==> src/rtl/core/spq_pkg.sv <==
`default_nettype none

package spq_pkg;

  localparam logic KIND_INSERT = 1'b0;
  localparam logic KIND_REMOVE = 1'b1;

  localparam int unsigned WORD_W  = 32;
  localparam int unsigned COUNT_W = 7;

  typedef struct packed {
    logic [WORD_W-1:0] page;
    logic [WORD_W-1:0] key;
    logic [WORD_W-1:0] radius;
  } spq_entry_t;

  // Broadcast to every cell in the chain
  typedef struct packed {
    logic ins;
    logic rem;
  } spq_ctl_t;

endpackage

`default_nettype wire

==> src/rtl/core/spq_cell.sv <==
`default_nettype none

module spq_cell import spq_pkg::*; #(
  parameter int unsigned INDEX = 0,
  parameter int unsigned CW    = 7
) (
  input  wire logic       clk,
  input  wire spq_ctl_t   ctl,
  input  wire spq_entry_t new_ent,
  input  wire spq_entry_t left,
  input  wire logic       left_ge,
  input  wire spq_entry_t right,
  input  wire logic [CW-1:0] cnt,
  output logic            ge,
  output spq_entry_t      ent
);

  logic occupied;

  // An empty cell acts as +infinity, so the list stays monotonic in ge
  assign occupied = cnt > CW'(INDEX);
  assign ge       = !occupied || (ent.key >= new_ent.key);

  always_ff @(posedge clk) begin
    if (ctl.ins) begin
      if (left_ge) begin
        ent <= left;
      end else if (ge) begin
        ent <= new_ent;
      end
    end else if (ctl.rem) begin
      ent <= right;
    end
  end

endmodule

`default_nettype wire
==> config.mk <==
export PLATFORM = sky130hd
export DESIGN_NAME = spq_cell
export DESIGN_NICKNAME = d
export VERILOG_FILES = /design/src/rtl/core/spq_pkg.sv /design/src/rtl/core/spq_cell.sv
export SDC_FILE = /design/constraint.sdc
export NUM_CORES = 1
export LEC_CHECK = 0
export ABC_CLOCK_PERIOD_IN_PS = 5300
export BUFFER_PORTS_ARGS = -buffer_cell sky130_fd_sc_hd__buf_2
export CAP_MARGIN = 25
export CORE_AREA = 2 2 154 156
export DETAILED_ROUTE_END_ITERATION = 8
export DIE_AREA = 0 0 156 158
export PLACE_DENSITY = 0.54
export SLEW_MARGIN = 20
export SYNTH_ARGS = -nofsm -noshare
export SYNTH_HDL_FRONTEND = slang
export SYNTH_SLANG_ARGS = --single-unit
==> constraint.sdc <==
create_clock -name clk -period 5.3 [get_ports clk]
set_input_delay 1.06 -clock clk [delete_from_list [all_inputs] [get_ports clk]]
set_output_delay 1.06 -clock clk [all_outputs]
set_load 0.01 [all_outputs]
==> impl_metrics.json <==
{
  "first_pass_iters": 4,
  "crit_family": "simple AND/OR/NAND/NOR gates",
  "hold-path-cell-count": 3,
  "hold-worst-slack_ns": 1.03,
  "crit_arrival_ns": 3.01,
  "critical_path.reg2reg.startpoint": "ent[61]",
  "totalPowerFinal_mw": 2.15,
  "synth_warnings": 0,
  "gp_congestion": 0.787,
  "min-delay-path-class": "in2reg",
  "status": "completed",
  "grt_most_used_layer": "met2",
  "netlist.area_leader.share_pct": 50.5,
  "use_met2_pct": 24.7,
  "finalSetupTns_ns": 0,
  "floorplan.initialDensity_pct": 24.8,
  "grt_pass1_wl_um": 26500,
  "worstSetupPathType": "in2out",
  "worst_reg2reg_setup_slack_ns": 2.28,
  "power.share.sequential_pct": 45.0,
  "yosys_register_bits": 96,
  "fmaxAchievable_ghz": 0.246,
  "globalRoute.totalOverflow": 0,
  "chipWidth_um": 156,
  "post_dp_hpwl_um": 15100,
  "postRouteWirelength_um": 18600,
  "power_frac_comb_pct": 23.9,
  "min_delay_worst_endpoint": "ent[68]",
  "global_route.usage.met1_pct": 16.7,
  "die_area_um2": 24600,
  "post_cts_resized": 0,
  "port_buffers": 395,
  "tritoncts": "done",
  "hold_viol_final": 0,
  "clock_latency_ns": 0.35,
  "regArea_um2": 2880,
  "clock_sinks": 96,
  "synth-async-reset-ratio_pct": 0,
  "cp_max_fo": 3,
  "number_of_antenna_violations_at_the_first_check_in_global_routing": 2,
  "drt_drc_violations_left": 0,
  "post_drt_via_cell_ratio": 4.38,
  "path_common_cell": "buf_2",
  "tightestPinTransition_ns": 0.791,
  "groute.usage.overall_pct": 14.2,
  "switching_share_pct": 28.3,
  "power_frac_clock_pct": 31.1,
  "number_of_h_tree_branching_levels": 3,
  "p_int_mw": 1.54,
  "max-cap-violations": 0,
  "finalNetCount": 1244,
  "cell_taking_the_most_area_after_synthesis": "edfxtp_1",
  "cts.clk_slew.worst_paths_ns": 0.07,
  "p_switching_mw": 0.607,
  "synth.yosys.seq_area_share_pct": 50.5,
  "rsz0062_at_grt": "false",
  "hp-start": "right[68]",
  "yosys.cell_types.count": 30,
  "ctsHoldBuffers": 0,
  "drive_above_1_share_pct": 45.8,
  "multi_input_comb_area_um2": 2560,
  "synth.area.top_cells": "edfxtp_1 50%, mux2i_1 17%, a21oi_1 9.4%",
  "globalRouteMet3Util_pct": 4.30,
  "grt_start_max_net_pins": 109,
  "synth_edf_count": 96,
  "worst_path_max_delay_cell": "nor4_1",
  "cellPowerDensity_nw_per_um2": 260,
  "ctsRootBufferMaster": "clkbuf_16",
  "timing.final.setup_violations": 0,
  "num_io_pins": 396,
  "setup_fix_bufs_post_cts": 0,
  "worstPathCellList": "buf_2 > inv_1 > ha_1 > a21o_1 > a21oi_1 > o32ai_1 > nor4_1 > nand2_1 > buf_2",
  "post-route-period-util_pct": 76.7,
  "register_bank_with_the_most_flops": "ent",
  "grt_pass1_vias": 4989,
  "via_count": 5300,
  "detail_route.wl_per_cell_um": 15.4,
  "power.static_leakage_nw": 4.07,
  "numCtsBuffers": 9,
  "placement_rows": 56,
  "design.core.area_um2": 23100,
  "synthesis.nets": 866,
  "longest_individual_stage_delay_on_the_worst_path_ns": 0.71,
  "largest_registers": "ent x96",
  "area_delta_synth_final_pct": 44.7,
  "clock-skew-final_ns": 0.0169,
  "worst_ep_required_time_ns": 4.24,
  "fillerInstances": 2418,
  "floorplan.die.height_um": 158,
  "syn_area_per_cell_um2": 10.7,
  "reg2regPathDepth": 7,
  "worst_setup_ep_type": "output pin",
  "detail-route-antenna-nets": 0,
  "crit-reg2reg-capture": "ent[84]",
  "worst_ir_drop_vdd_v": 0.000112,
  "final-max-slew-violation-count": 0,
  "synth_area_um2": 5710,
  "postSynthCellCount": 535,
  "ctsLongestPathBuffers": 2,
  "max_slew_margin_pct": 46.8,
  "period_minus_slack_ns": 4.07,
  "yosys_most_used_dff": "edfxtp_1",
  "largest_register_ffs": 96,
  "timing.critical_path.from_type": "input pin",
  "detail_route.iter0.violations": 228,
  "critical_path.n_buffers_inverters": 3
}
[worst max-delay path by stage]
stage                     start      to  cells past startpoint
finish              new_ent[61]      ge                      9
global route        new_ent[61]      ge                      9
CTS                 new_ent[61]      ge                      9
detailed placement  new_ent[61]      ge                      9
global placement    new_ent[61]      ge                      9
floorplan           new_ent[61]  ent[0]                      7
[cells in the mapped netlist (2+ instances only)]
cell      number
o21a_1         4
nand4_1        6
buf_2          9
edfxtp_1      96
inv_1         35
nand2_1        6
a21o_1         3
ha_1          32
buf_1          4
a21oi_1      107
nand3_1        3
nor2_1        98
buf_4          3
mux2i_1       96
clkbuf_1      17
o21ai_0        2
[routing by layer]
metal	part of all wire, %	vias up
met5	0	-
li1	-	2709
met4	1.9	0
met1	41	2360
met3	6.7	18
met2	50	213
[cell families after synthesis]
family | after synthesis | share of synthesized area, %
AND/OR/NAND/NOR | 120 | 8.92
flip-flops | 96 | 50.5
multiplexers | 96 | 16.8
adder cells (fa/ha/maj) | 32 | 7.01
AO/OA/AOI/OAI | 123 | 11.9
buffers and inverters | 68 | 4.86
[cell usage in the layout, fill, tap and decap left out, types with 2 or more instances in the layout]
| master | count |
|---|---|
| buf_2 | 393 |
| a21oi_1 | 107 |
| nor2_1 | 98 |
| mux2i_1 | 96 |
| edfxtp_1 | 96 |
| inv_1 | 35 |
| ha_1 | 32 |
| clkbuf_16 | 9 |
| nand2_1 | 6 |
| nand4_1 | 6 |
| buf_4 | 5 |
| o21a_1 | 4 |
| nand3_1 | 3 |
| a21o_1 | 3 |
| diode_2 | 2 |
| o21ai_0 | 2 |
| clkinvlp_4 | 2 |
| inv_6 | 2 |
| buf_6 | 2 |
[worst reg2reg max path: stages (launching register included)]
cell and delay, ns:
edfxtp_1 0.42, ha_1 0.33, nand4_1 0.14, nor4_2 0.41, nor4b_2 0.27, a22oi_1 0.16, a41oi_4 0.26, buf_4 0.61
[final cells by class]
type | instances | area share, %
antenna | 2 | 0.0606
inverter | 35 | 1.59
clock buffer | 10 | 2.77
sequential | 96 | 34.9
multi-input combinational | 371 | 31.0
timing repair buffer | 400 | 24.5
clock inverter | 6 | 0.802
tap | 290 | 4.39
[power groups by stage]
stage          clock network [mW]  logic (mW)  registers [mW]
5_1_grt                     0.722       0.573           0.977
3_5_place_dp                    0       0.523           0.986
2_1_floorplan                   0       0.217            1.03
4_1_cts                     0.699       0.524           0.970
6_report                    0.668       0.514           0.968
3_3_place_gp                    0       0.519           0.983
[metrics by stage]
stage,utilization [%],cell area [um^2],setup slack [ns],instances
after floorplan,-,5720,0.882,535
after global placement,34.6,7970,1.13,1192
after detailed placement,34.6,7970,1.14,1192
after CTS,35.8,8260,1.14,1208
after global routing,35.9,8270,1.09,1210
final,35.9,8270,1.23,1210
Power figures use the tool's default switching activity.
